--- src/hw/rtl/utd_pkg.sv ---
// ----------------------------------------------------------------------------
// UTF-8 terminal input decoder package
// Beat types, result kind codes and byte constants shared by the decoder
// and the code that connects to its channels.
// ----------------------------------------------------------------------------
package utd_pkg;

  // Input beat: one terminal byte plus end-of-chunk flag
  typedef struct packed {
    logic [7:0] in_byte;
    logic       chunk_end;
  } in_beat_t;

  // Output beat: one decoded result
  typedef struct packed {
    logic [20:0] code_point;
    logic [1:0]  code_kind;
    logic        run_last;
  } out_beat_t;

  // One queued result, before the last-of-run flag is attached
  typedef struct packed {
    logic [20:0] cp;
    logic [1:0]  kind;
  } res_t;

  localparam int unsigned MaxResults = 4;

  // code_kind values
  localparam logic [1:0] KindAscii  = 2'd0;
  localparam logic [1:0] KindUtf8   = 2'd1;
  localparam logic [1:0] KindLatin1 = 2'd2;
  localparam logic [1:0] KindCtrl   = 2'd3;

  localparam logic [7:0] ByteEsc     = 8'h1b;
  localparam logic [7:0] ByteBracket = 8'h5b;  // '['
  localparam logic [7:0] ByteLowA    = 8'h61;  // 'a'
  localparam logic [7:0] ByteLowZ    = 8'h7a;  // 'z'

  // Sequence length implied by a lead byte; 0 for anything that is not a lead
  function automatic logic [2:0] seq_len(input logic [7:0] lead);
    logic [2:0] n;
    n = 3'd0;
    if ((lead & 8'he0) == 8'hc0) begin
      n = 3'd2;
    end else if ((lead & 8'hf0) == 8'he0) begin
      n = 3'd3;
    end else if ((lead & 8'hf8) == 8'hf0) begin
      n = 3'd4;
    end
    return n;
  endfunction

endpackage

--- src/hw/rtl/utd_stream_if.sv ---
// ----------------------------------------------------------------------------
// Decoder stream channel
// Valid/ready channel carrying one payload per beat.
// ----------------------------------------------------------------------------
interface utd_stream_if #(
  parameter type payload_t = logic
);
  logic     valid;
  logic     ready;
  payload_t payload;

  modport source (output valid, output payload, input ready);
  modport sink   (input valid, input payload, output ready);
endinterface

--- src/hw/rtl/utf8_terminal_input_decoder.sv ---
// ----------------------------------------------------------------------------
// UTF-8 terminal input decoder
// Turns terminal bytes into codepoints, folding ESC '[' control sequences.
// ----------------------------------------------------------------------------
// Takes one terminal byte per beat on in_i (with a chunk_end flag) and gives
// zero to four result beats on out_o. ASCII passes through, complete 2/3/4
// byte UTF-8 sequences come out as one codepoint (no overlong or range check),
// broken or cut-off sequences and stray high bytes come out byte by byte as
// Latin-1, and an ESC '[' control sequence is dropped up to its first
// lowercase letter (or the chunk end) and reported as codepoint 0. A byte is
// decoded in the cycle it is accepted and its results go into a four-entry
// result register that drains one beat per cycle while out_o is ready. The
// next byte is taken when the register is empty or its last beat leaves,
// so a byte with more results holds the input while the single output port
// drains them. run_last marks the final result of each input byte.
// ----------------------------------------------------------------------------
module utf8_terminal_input_decoder (
  input logic            clk_i,
  input logic            rst_ni,
  utd_stream_if.sink     in_i,
  utd_stream_if.source   out_o
);
  import utd_pkg::*;

  typedef enum logic [1:0] {
    ModeIdle,
    ModeUtf,
    ModeEsc,
    ModeCsi
  } mode_e;

  // Decoder state
  mode_e      mode_q, mode_d;
  logic [1:0] held_cnt_q, held_cnt_d;
  logic [7:0] held_q [3];
  logic       held_wr;
  logic [1:0] held_wr_idx;

  // Result register: queued results, remaining count and read pointer
  res_t       bnd_q [MaxResults];
  res_t       bnd_d [MaxResults];
  logic [2:0] rem_q, bnd_cnt;
  logic [1:0] idx_q;

  logic       in_acc, out_acc;
  logic [7:0] b;
  logic       chunk_end;

  assign b         = in_i.payload.in_byte;
  assign chunk_end = in_i.payload.chunk_end;

  // Take a new byte when the result register is empty or its last beat leaves now
  assign in_i.ready = (rem_q == 3'd0) || ((rem_q == 3'd1) && out_o.ready);
  assign in_acc     = in_i.valid && in_i.ready;
  assign out_acc    = out_o.valid && out_o.ready;

  assign out_o.valid              = (rem_q != 3'd0);
  assign out_o.payload.code_point = bnd_q[idx_q].cp;
  assign out_o.payload.code_kind  = bnd_q[idx_q].kind;
  assign out_o.payload.run_last   = (rem_q == 3'd1);

  // ---- Decode of a byte as seen from idle ----
  logic       fi_v;
  res_t       fi_res;
  mode_e      fi_mode;
  logic       fi_hold;  // byte starts a multibyte sequence

  always_comb begin
    fi_v    = 1'b0;
    fi_res  = '{cp: {13'd0, b}, kind: KindAscii};
    fi_mode = ModeIdle;
    fi_hold = 1'b0;
    if (b == ByteEsc) begin
      if (chunk_end) begin
        fi_v = 1'b1;
      end else begin
        fi_mode = ModeEsc;
      end
    end else if (!b[7]) begin
      fi_v = 1'b1;
    end else if ((seq_len(b) == 3'd0) || chunk_end) begin
      fi_v        = 1'b1;
      fi_res.kind = KindLatin1;
    end else begin
      fi_hold = 1'b1;
      fi_mode = ModeUtf;
    end
  end

  // ---- Per-byte result list: a prefix (held bytes or a lone ESC) plus one tail ----
  logic [2:0] need;
  logic       cont;
  logic [1:0] pre_n;
  logic       pre_esc;
  logic       tail_v;
  res_t       tail_res;
  res_t       pre_res [3];

  assign need = seq_len(held_q[0]);
  assign cont = (b[7:6] == 2'b10);

  always_comb begin
    mode_d      = mode_q;
    held_cnt_d  = held_cnt_q;
    held_wr     = 1'b0;
    held_wr_idx = 2'd0;
    pre_n       = 2'd0;
    pre_esc     = 1'b0;
    tail_v      = 1'b0;
    tail_res    = fi_res;

    unique case (mode_q)
      ModeIdle: begin
        tail_v     = fi_v;
        mode_d     = fi_mode;
        held_wr    = fi_hold;
        held_cnt_d = fi_hold ? 2'd1 : 2'd0;
      end
      ModeUtf: begin
        if (!cont || (held_cnt_q == 2'd0) || (need == 3'd0)) begin
          // broken sequence: flush held bytes, restart on this byte
          pre_n      = held_cnt_q;
          tail_v     = fi_v;
          mode_d     = fi_mode;
          held_wr    = fi_hold;
          held_cnt_d = fi_hold ? 2'd1 : 2'd0;
        end else if (({1'b0, held_cnt_q} + 3'd1) == need) begin
          tail_v = 1'b1;
          priority case (need)
            3'd2: tail_res.cp = {10'd0, held_q[0][4:0], b[5:0]};
            3'd3: tail_res.cp = {5'd0, held_q[0][3:0], held_q[1][5:0], b[5:0]};
            default: tail_res.cp = {held_q[0][2:0], held_q[1][5:0], held_q[2][5:0],
                                    b[5:0]};
          endcase
          tail_res.kind = KindUtf8;
          mode_d        = ModeIdle;
          held_cnt_d    = 2'd0;
        end else begin
          if (held_cnt_q < 2'd3) begin
            held_wr     = 1'b1;
            held_wr_idx = held_cnt_q;
            held_cnt_d  = held_cnt_q + 2'd1;
          end
          if (chunk_end) begin
            // cut off at chunk end: everything held, this byte included, as Latin-1
            pre_n         = held_cnt_q;
            tail_v        = (held_cnt_q < 2'd3);
            tail_res.kind = KindLatin1;
            mode_d        = ModeIdle;
            held_cnt_d    = 2'd0;
          end
        end
      end
      ModeEsc: begin
        if (b == ByteBracket) begin
          if (chunk_end) begin
            tail_v   = 1'b1;
            tail_res = '{cp: '0, kind: KindCtrl};
            mode_d   = ModeIdle;
          end else begin
            mode_d = ModeCsi;
          end
        end else begin
          // lone ESC, then this byte from idle
          pre_n      = 2'd1;
          pre_esc    = 1'b1;
          tail_v     = fi_v;
          mode_d     = fi_mode;
          held_wr    = fi_hold;
          held_cnt_d = fi_hold ? 2'd1 : 2'd0;
        end
      end
      ModeCsi: begin
        if (((b >= ByteLowA) && (b <= ByteLowZ)) || chunk_end) begin
          tail_v   = 1'b1;
          tail_res = '{cp: '0, kind: KindCtrl};
          mode_d   = ModeIdle;
        end
      end
      default: begin
        mode_d = ModeIdle;
      end
    endcase
  end

  always_comb begin
    for (int i = 0; i < 3; i++) begin
      pre_res[i] = pre_esc ? '{cp: {13'd0, ByteEsc}, kind: KindAscii}
                           : '{cp: {13'd0, held_q[i]}, kind: KindLatin1};
    end
    for (int i = 0; i < MaxResults; i++) begin
      bnd_d[i] = ((i < 3) && (3'(i) < {1'b0, pre_n})) ? pre_res[(i < 3) ? i : 0] : tail_res;
    end
    bnd_cnt = {1'b0, pre_n} + {2'd0, tail_v};
  end

  // ---- Control registers ----
  always_ff @(posedge clk_i or negedge rst_ni) begin
    if (!rst_ni) begin
      mode_q     <= ModeIdle;
      held_cnt_q <= 2'd0;
      rem_q      <= 3'd0;
      idx_q      <= 2'd0;
    end else begin
      if (in_acc) begin
        mode_q     <= mode_d;
        held_cnt_q <= held_cnt_d;
        rem_q      <= bnd_cnt;
        idx_q      <= 2'd0;
      end else if (out_acc) begin
        rem_q <= rem_q - 3'd1;
        idx_q <= idx_q + 2'd1;
      end
    end
  end

  // ---- Payload registers ----
  always_ff @(posedge clk_i) begin
    if (in_acc) begin
      bnd_q <= bnd_d;
      if (held_wr) begin
        held_q[held_wr_idx] <= b;
      end
    end
  end

  // ---- Assertions ----
  a_stall_multi : assert property (@(posedge clk_i) disable iff (!rst_ni)
    (rem_q > 3'd1) |-> !in_i.ready)
    else $error("input taken while more than one result is pending");

  a_utf_held : assert property (@(posedge clk_i) disable iff (!rst_ni)
    (mode_q == ModeUtf) |-> (held_cnt_q != 2'd0))
    else $error("inside a UTF-8 sequence with no held lead byte");

  a_idle_empty : assert property (@(posedge clk_i) disable iff (!rst_ni)
    (mode_q != ModeUtf) |-> (held_cnt_q == 2'd0))
    else $error("held bytes outside a UTF-8 sequence");

  a_drain_end : assert property (@(posedge clk_i) disable iff (!rst_ni)
    (out_acc && out_o.payload.run_last && !in_acc) |=> !out_o.valid)
    else $error("result beat shown after the last one of its byte");

endmodule

--- src/flat_wrapper.sv ---
// flat-port wrapper written by rule: the top's interface ports become plain ports
module utf8_terminal_input_decoder_flat import utd_pkg::*;
  (clk_i, rst_ni, in_i_valid, in_i_payload, in_i_ready, out_o_valid, out_o_payload, out_o_ready);
  utd_stream_if #(.payload_t(in_beat_t)) in_i_i ();
  utd_stream_if #(.payload_t(out_beat_t)) out_o_i ();
  input logic clk_i;
  input logic rst_ni;
  input wire logic [$bits(in_i_i.valid)-1:0] in_i_valid;
  input wire logic [$bits(in_i_i.payload)-1:0] in_i_payload;
  output wire logic [$bits(in_i_i.ready)-1:0] in_i_ready;
  output wire logic [$bits(out_o_i.valid)-1:0] out_o_valid;
  output wire logic [$bits(out_o_i.payload)-1:0] out_o_payload;
  input wire logic [$bits(out_o_i.ready)-1:0] out_o_ready;
  assign in_i_i.valid = in_i_valid;
  assign in_i_i.payload = in_i_payload;
  assign in_i_ready = in_i_i.ready;
  assign out_o_valid = out_o_i.valid;
  assign out_o_payload = out_o_i.payload;
  assign out_o_i.ready = out_o_ready;
  utf8_terminal_input_decoder u_core (.clk_i(clk_i), .rst_ni(rst_ni), .in_i(in_i_i), .out_o(out_o_i));
endmodule
--- config.mk ---
export PLATFORM = sky130hd
export DESIGN_NAME = utf8_terminal_input_decoder_flat
export DESIGN_NICKNAME = d
export VERILOG_FILES = /design/src/hw/rtl/utd_pkg.sv /design/src/hw/rtl/utd_stream_if.sv /design/src/hw/rtl/utf8_terminal_input_decoder.sv /design/src/flat_wrapper.sv
export SDC_FILE = /design/constraint.sdc
export NUM_CORES = 1
export LEC_CHECK = 0
export ABC_AREA = 1
export BUFFER_PORTS_ARGS = -buffer_cell sky130_fd_sc_hd__buf_4
export CAP_MARGIN = 20
export CORE_MARGIN = 2
export CORE_UTILIZATION = 40
export CTS_CLUSTER_SIZE = 14
export DETAILED_ROUTE_END_ITERATION = 10
export PLACE_DENSITY = 0.67
export SYNTH_ARGS = -nofsm -noshare
export SYNTH_HDL_FRONTEND = slang
export SYNTH_SLANG_ARGS = --single-unit
--- constraint.sdc ---
create_clock -name clk_i -period 3.6 [get_ports clk_i]
set_clock_uncertainty 0.15 [all_clocks]
set_input_delay 0.9 -clock clk_i [delete_from_list [all_inputs] [get_ports clk_i]]
set_output_delay 0.9 -clock clk_i [all_outputs]
set_load 0.02 [all_outputs]
* Word-level counts from Yosys, hierarchy flattened
Memory sizes are Yosys's and may differ from the RTL's. Index checks and enable logic that the tools add are counted.
Word-level totals: bits in registers 101, bits in writable memories 24, output and inout bits 26, word-level logic and storage cells 149, memories 1
Memories:
- u_core.held_q | depth 3, width 8, read ports 3, clocked after memory_dff 0, write ports 1, line utf8_terminal_input_decoder.sv:35 | logic [7:0] held_q [3];
Operators by class: add/subtract/negate cells 5, magnitude comparators 7, eq/ne operators 20, multiplexer cells 83, bitwise gates (word level) 1, reduce and logical (&&, ||, !) cells 20
Operators with widths (number):
- two-way mux 23 bit | 7
- one-hot mux 23 bit (3 select lines) | 1
- two-way mux 2 bit | 28
- two-way mux 10 bit | 5
- binary-select mux 23 bit (select 2 bit) | 1
- one-hot mux 21 bit (2 select lines) | 1
- two-way mux 3 bit | 10
- two-way mux 1 bit | 24
- two-way mux 21 bit | 1
- equality test 5 bit (second input constant) | 2
- zero test 3 bit | 3
- equality test 4 bit (second input constant) | 2
- equality test 8 x 5 -> 1 bit (second input constant) | 1
- equality test 8 x 7 -> 1 bit (second input constant) | 1
- >= comparator 8 x 7 -> 1 bit (second input constant) | 1
- less-or-equal comparator 8 x 7 -> 1 bit (second input constant) | 1
- one-hot mux 2 bit (4 select lines) | 1
- equality test 2 bit (second input constant) | 3
- equality test 3 x 2 -> 1 bit (second input constant) | 2
- equality test 3 bit (second input constant) | 2
- one-hot mux 2 bit (3 select lines) | 1
- nonzero test 3 bit | 2
- logical OR 1 bit | 5
- inequality test 5 x 2 -> 1 bit (second input constant) | 1
- other kinds (24) | 30

* Logic depth before layout (Yosys ltp)
word-level depth 16, gate-level depth with buffers 15

* Least setup slack after synthesis
Ideal clock, no wire load.
kind flip-flop to flip-flop, start point reg u_core.rem_q[1], end point reg u_core.mode_q[1], setup time 0.134 ns, arrival 3.848 ns, slack -0.532 ns, stages on the path, launching flop included 13, buffers on the path 1, period minus slack after synthesis 4.132 ns, path through dfrtp_1 inv_1 ha_1 inv_1 nor2_1 nand2_1 nand2_1 nand2_1 clkbuf_1 inv_1 nand3_1 nand2_1 o21ai_1
On the way: word-level cells in the longest chain between the ends 5, elaborated cells on any way between the ends 6, classes of those cells 1 x eq/ne; 5 x reduce/logical
RTL lines:
- start: declaration | line utf8_terminal_input_decoder.sv:42 | logic [2:0] rem_q, bnd_cnt;
- start signal: assignment | line utf8_terminal_input_decoder.sv:208 | rem_q <= bnd_cnt;
- start signal: assignment | line utf8_terminal_input_decoder.sv:211 | rem_q <= rem_q - 3'd1;
- equality test 3 x 1 -> 1 bit
- net out_o_payload[0] | line flat_wrapper.sv:12 | output wire logic [$bits(out_o_i.payload)-1:0] out_o_payload;
- logical AND 1 bit | line utf8_terminal_input_decoder.sv:53 | assign in_i.ready = (rem_q == 3'd0) || ((rem_q == 3'd1) && out_o.ready);
- logical OR 1 bit | line utf8_terminal_input_decoder.sv:53
- net in_i_ready | line flat_wrapper.sv:10 | output wire logic [$bits(in_i_i.ready)-1:0] in_i_ready;
- logical AND 1 bit | line utf8_terminal_input_decoder.sv:54 | assign in_acc = in_i.valid && in_i.ready;
- net u_core.in_acc | line utf8_terminal_input_decoder.sv:45 | logic in_acc, out_acc;
- AND reduction 3 bit (no source line)
- end signal: assignment | line utf8_terminal_input_decoder.sv:200 | mode_q <= ModeIdle;
- end signal: assignment | line utf8_terminal_input_decoder.sv:206 | mode_q <= mode_d;
- end: declaration | line utf8_terminal_input_decoder.sv:33 | mode_e mode_q, mode_d;
The timed path passes the listed nets, and every way through them passes these cells. A chain may end at the register's enable or synchronous reset.

* Worst setup path after layout
start point reg u_core.held_cnt_q[0], end point reg u_core.rem_q[1]
On the way: word-level cells in the longest chain between the ends 7, elaborated cells on any way between the ends 16, classes of those cells 2 x add/sub; 1 x order compare; 1 x eq/ne; 9 x mux; 3 x reduce/logical
RTL lines:
- start: declaration | line utf8_terminal_input_decoder.sv:34 | logic [1:0] held_cnt_q, held_cnt_d;
- start signal: assignment | line utf8_terminal_input_decoder.sv:207 | held_cnt_q <= held_cnt_d;
- adder 2 x 1 -> 3 bit (tied with other cells) | line utf8_terminal_input_decoder.sv:127 | end else if (({1'b0, held_cnt_q} + 3'd1) == need) begin
- equality test 3 bit (tied with other cells) | line utf8_terminal_input_decoder.sv:127
- two-way mux 1 bit (tied with other cells) | line utf8_terminal_input_decoder.sv:127
- two-way mux 1 bit / two-way mux 2 bit (equally long branches) | line utf8_terminal_input_decoder.sv:120 | if (!cont || (held_cnt_q == 2'd0) || (need == 3'd0)) begin
- one-hot mux 1 bit (4 select lines) / one-hot mux 2 bit (2 select lines) (equally long branches) | line utf8_terminal_input_decoder.sv:112 | unique case (mode_q)
- adder 2 x 1 -> 3 bit * | line utf8_terminal_input_decoder.sv:194 | bnd_cnt = {1'b0, pre_n} + {2'd0, tail_v};
- two-way mux 3 bit * | line utf8_terminal_input_decoder.sv:205 | if (in_acc) begin
Every way passes the cells marked *; elsewhere a longest branch is shown, timed or not.

==> results_dict.tcl <==
set metrics [dict create \
    ir_worst_vdd_uv 449 \
    p_leak_nw 2.99 \
    htree_levels 4 \
    hp-class "primary input to async pin" \
    clockBufferDepth 2 \
    path_class "register to register" \
    pin_count 39 \
    fin_crit_sh_pct 87.3 \
    cp-end-kind "register" \
    postCtsResizedCells 0 \
    grt_pass1_wl_um 24500 \
    port_buffers 38 \
    critical_path_required_ns 3.75 \
    drc 0 \
    rsz0062_at_grt "no" \
    ys_seq_area_share_pct 57.8 \
    r2r_start "u_core.held_cnt_q[0]" \
    finalSetupViolCount 0 \
    place.gp.congestion 0.943 \
    max_cap_viol_count 0 \
    holdBufCountCts 0 \
    cts_num_sinks 125 \
    coreArea_mm2 0.0158 \
    antenna_cells 0 \
    clkLatencyLatePin_ns 0.42 \
    start_util_pct 40.7 \
    post-cts-setup-buffers 0 \
    worstMarginPinSlew_ns 0.726 \
    ys_ff_latch 125 \
    num_rows 46 \
    synth_area_mm2 0.00641 \
    cts_tree "built" \
    relSlewSlack_pct 51.6 \
    maxSlewViolCount 0 \
    cp-start-kind "register" \
    fin_nets 723 \
    drtIter0Drc 431 \
    hpwl_um 10700 \
    wl_per_cell_um 16.6 \
    r2r_setup_slack_ns 0.46 \
    drt_first_pass_iters 5 \
    synthesis.instances 649 \
    r2r_end "u_core.rem_q[1]" \
    p_per_area_mw_per_mm2 766 \
    cts-root-buf "clkbuf_16" \
    die_w_um 131 \
    final.setup.tns_ns 0 \
    die_h_um 131 \
    crit_chain "inv_1, ha_1, inv_1, nand3_1, nand2_4, nor2_8, nand3_4, nand3_2, nand2_4, nand2_4, inv_4, ha_1, ha_1, o21ai_0, o21ai_0" \
    area_growth_pct 18.0 \
    setup_slack_ns 0.456 \
    cp_max_fo 10 \
    finalWirelength_um 15300 \
    grt_overflow_total 0 \
    crit_slowest_cell "dfrtp_1" \
    postRouteAntennaNets 0 \
    post-place-ws_ns 0.467 \
    status "complete, no violations" \
    vias 4828 \
    cpPeakStageDelay_ns 0.54 \
    grt_max_degree 94 \
    final.min_clock_period_ns 3.14 \
    grt_pass1_vias 4723 \
    grtUsageTotal_pct 19.1 \
    numCtsBuffers 17 \
    yosysUniqueCellTypes 43 \
    r2r_cells 15 \
    place_area_mm2 0.00699 \
    fmax_mhz 318 \
    final_util_pct 48.0 \
    startpoint "u_core.held_cnt_q[0]" \
    vias_per_cell 5.22 \
    clkSlewWorstSetupHoldPaths_ns 0.06 \
    dieArea_mm2 0.0171 \
    ys_warn_count 0 \
    finish.instance_area_mm2 0.00757 \
    antenna_found_initial 0 \
    drive_gt1_share_pct 19.7 \
    avgSynthCellArea_um2 9.88 \
    critical_path_arrival_ns 3.29 \
    hold_violations 0 \
    syn_nets 676 \
]
-- stage by stage --
stage / hold slack [ns] / total power [W] / std cells
floorplan: 0.344 / 0.00338 / 649
global placement: 0.390 / 0.00410 / 893
detailed placement: 0.367 / 0.00415 / 893
CTS: 0.136 / 0.00584 / 925
global route: 0.138 / 0.00613 / 925
finish: 0.141 / 0.00580 / 925
-- kinds of logic after synthesis --
kind of cell               share of synthesized area (%)
and+or+nand+nor                                     21.5
DFF                                                 57.8
adders and majority gates                           2.73
buffers and inverters                               5.52
AOI/OAI and AO/OA                                   12.3
xor gates and xnor gates                           0.137
-- placed cells by master, fill, tap and decap left out, types with 4 or more instances in the layout --
| cell | netlist | final |
|---|---|---|
| nand2_2 | 12 | 12 |
| a21oi_1 | 12 | 12 |
| nand2_1 | 105 | 105 |
| inv_2 | 9 | 9 |
| nor2_1 | 102 | 102 |
| o21ai_1 | 6 | 6 |
| nand4_1 | 4 | 4 |
| dfrtp_1 | 9 | 9 |
| nand2_4 | 8 | 8 |
| edfxtp_1 | 116 | 116 |
| nor3_2 | 8 | 8 |
| clkbuf_16 | 0 | 17 |
| buf_4 | 1 | 49 |
| nand3_1 | 24 | 24 |
| o22ai_1 | 26 | 26 |
| o21ai_0 | 75 | 75 |
| clkinv_1 | 1 | 4 |
| inv_1 | 51 | 50 |
| ha_1 | 14 | 14 |
| o21ai_2 | 9 | 9 |
-- cell type report --
cell class,instances,area [um2]
fill,1497,8200
sequential,125,3710
multi-input combinational,438,2350
clock buffer,19,433
timing repair buffer,51,408
tap,216,270
inverter,63,248
clock inverter,13,149
-- layer usage --
metal / up-vias / wire length, um / track usage, %
met2: 125 / 7540 / 31.7
met4: 0 / 224 / 6.38
li1: 2337 / - / -
met1: 2343 / 6880 / 25.1
met5: - / 0 / 0
met3: 23 / 704 / 4.11
-- how the worst max path moves through the flow --
| stage | slack, ns | to | cells past startpoint |
|---|---|---|---|
| 2_1_floorplan | 0.01 | u_core.mode_q[1] | 7 |
| 3_3_place_gp | 0.52 | u_core.rem_q[1] | 13 |
| 3_5_place_dp | 0.47 | u_core.rem_q[1] | 13 |
| 4_1_cts | 0.47 | u_core.rem_q[1] | 15 |
| 5_1_grt | 0.32 | u_core.rem_q[1] | 15 |
| 6_report | 0.46 | u_core.rem_q[1] | 15 |
-- cell usage after synthesis, drive strengths merged --
| library cell | count | area [um2] |
|---|---|---|
| o31ai | 2 | 15.0 |
| o21ai | 90 | 484 |
| a31oi | 3 | 18.8 |
| clkbuf | 19 | 71.3 |
| xnor2 | 1 | 8.76 |
| o22ai | 26 | 163 |
| nand3 | 27 | 165 |
| or2 | 1 | 6.26 |
| nand3b | 3 | 26.3 |
| a221oi | 1 | 8.76 |
| a21oi | 12 | 60.1 |
| inv | 61 | 231 |
| o211ai | 2 | 15.0 |
| clkinv | 2 | 12.5 |
| nor2 | 109 | 464 |
| and2 | 1 | 6.26 |
| nor4 | 2 | 12.5 |
| ha | 14 | 175 |
| dfrtp | 9 | 225 |
| buf | 4 | 38.8 |
| nor3 | 11 | 95.1 |
| a22oi | 3 | 22.5 |
| nand4 | 5 | 46.3 |
| nand2 | 125 | 559 |
| edfxtp | 116 | 3480 |
-- sequential cells by signal (all words and copies together) (netlist names) --
signal,cells
u_core.bnd_q,92
u_core.idx_q,2
u_core.rem_q,3
u_core.mode_q,2
u_core.held_q,24
u_core.held_cnt_q,2
-- where the power goes --
part | internal (W) | switching [W]
Combinational | 0.000715 | 0.00136
Sequential | 0.00195 | 0.0000925
Clock | 0.00108 | 0.000608
Total | 0.00374 | 0.00206
-- worst max-delay path: cells and delay by family (launching register included) --
kind	cells	cell delay, ns
simple gates	7	0.77
compound gates	2	0.30
fa+ha+maj	3	0.93
buf+inv	3	0.34
flops	1	0.54
(Power assumes the default switching activity.)
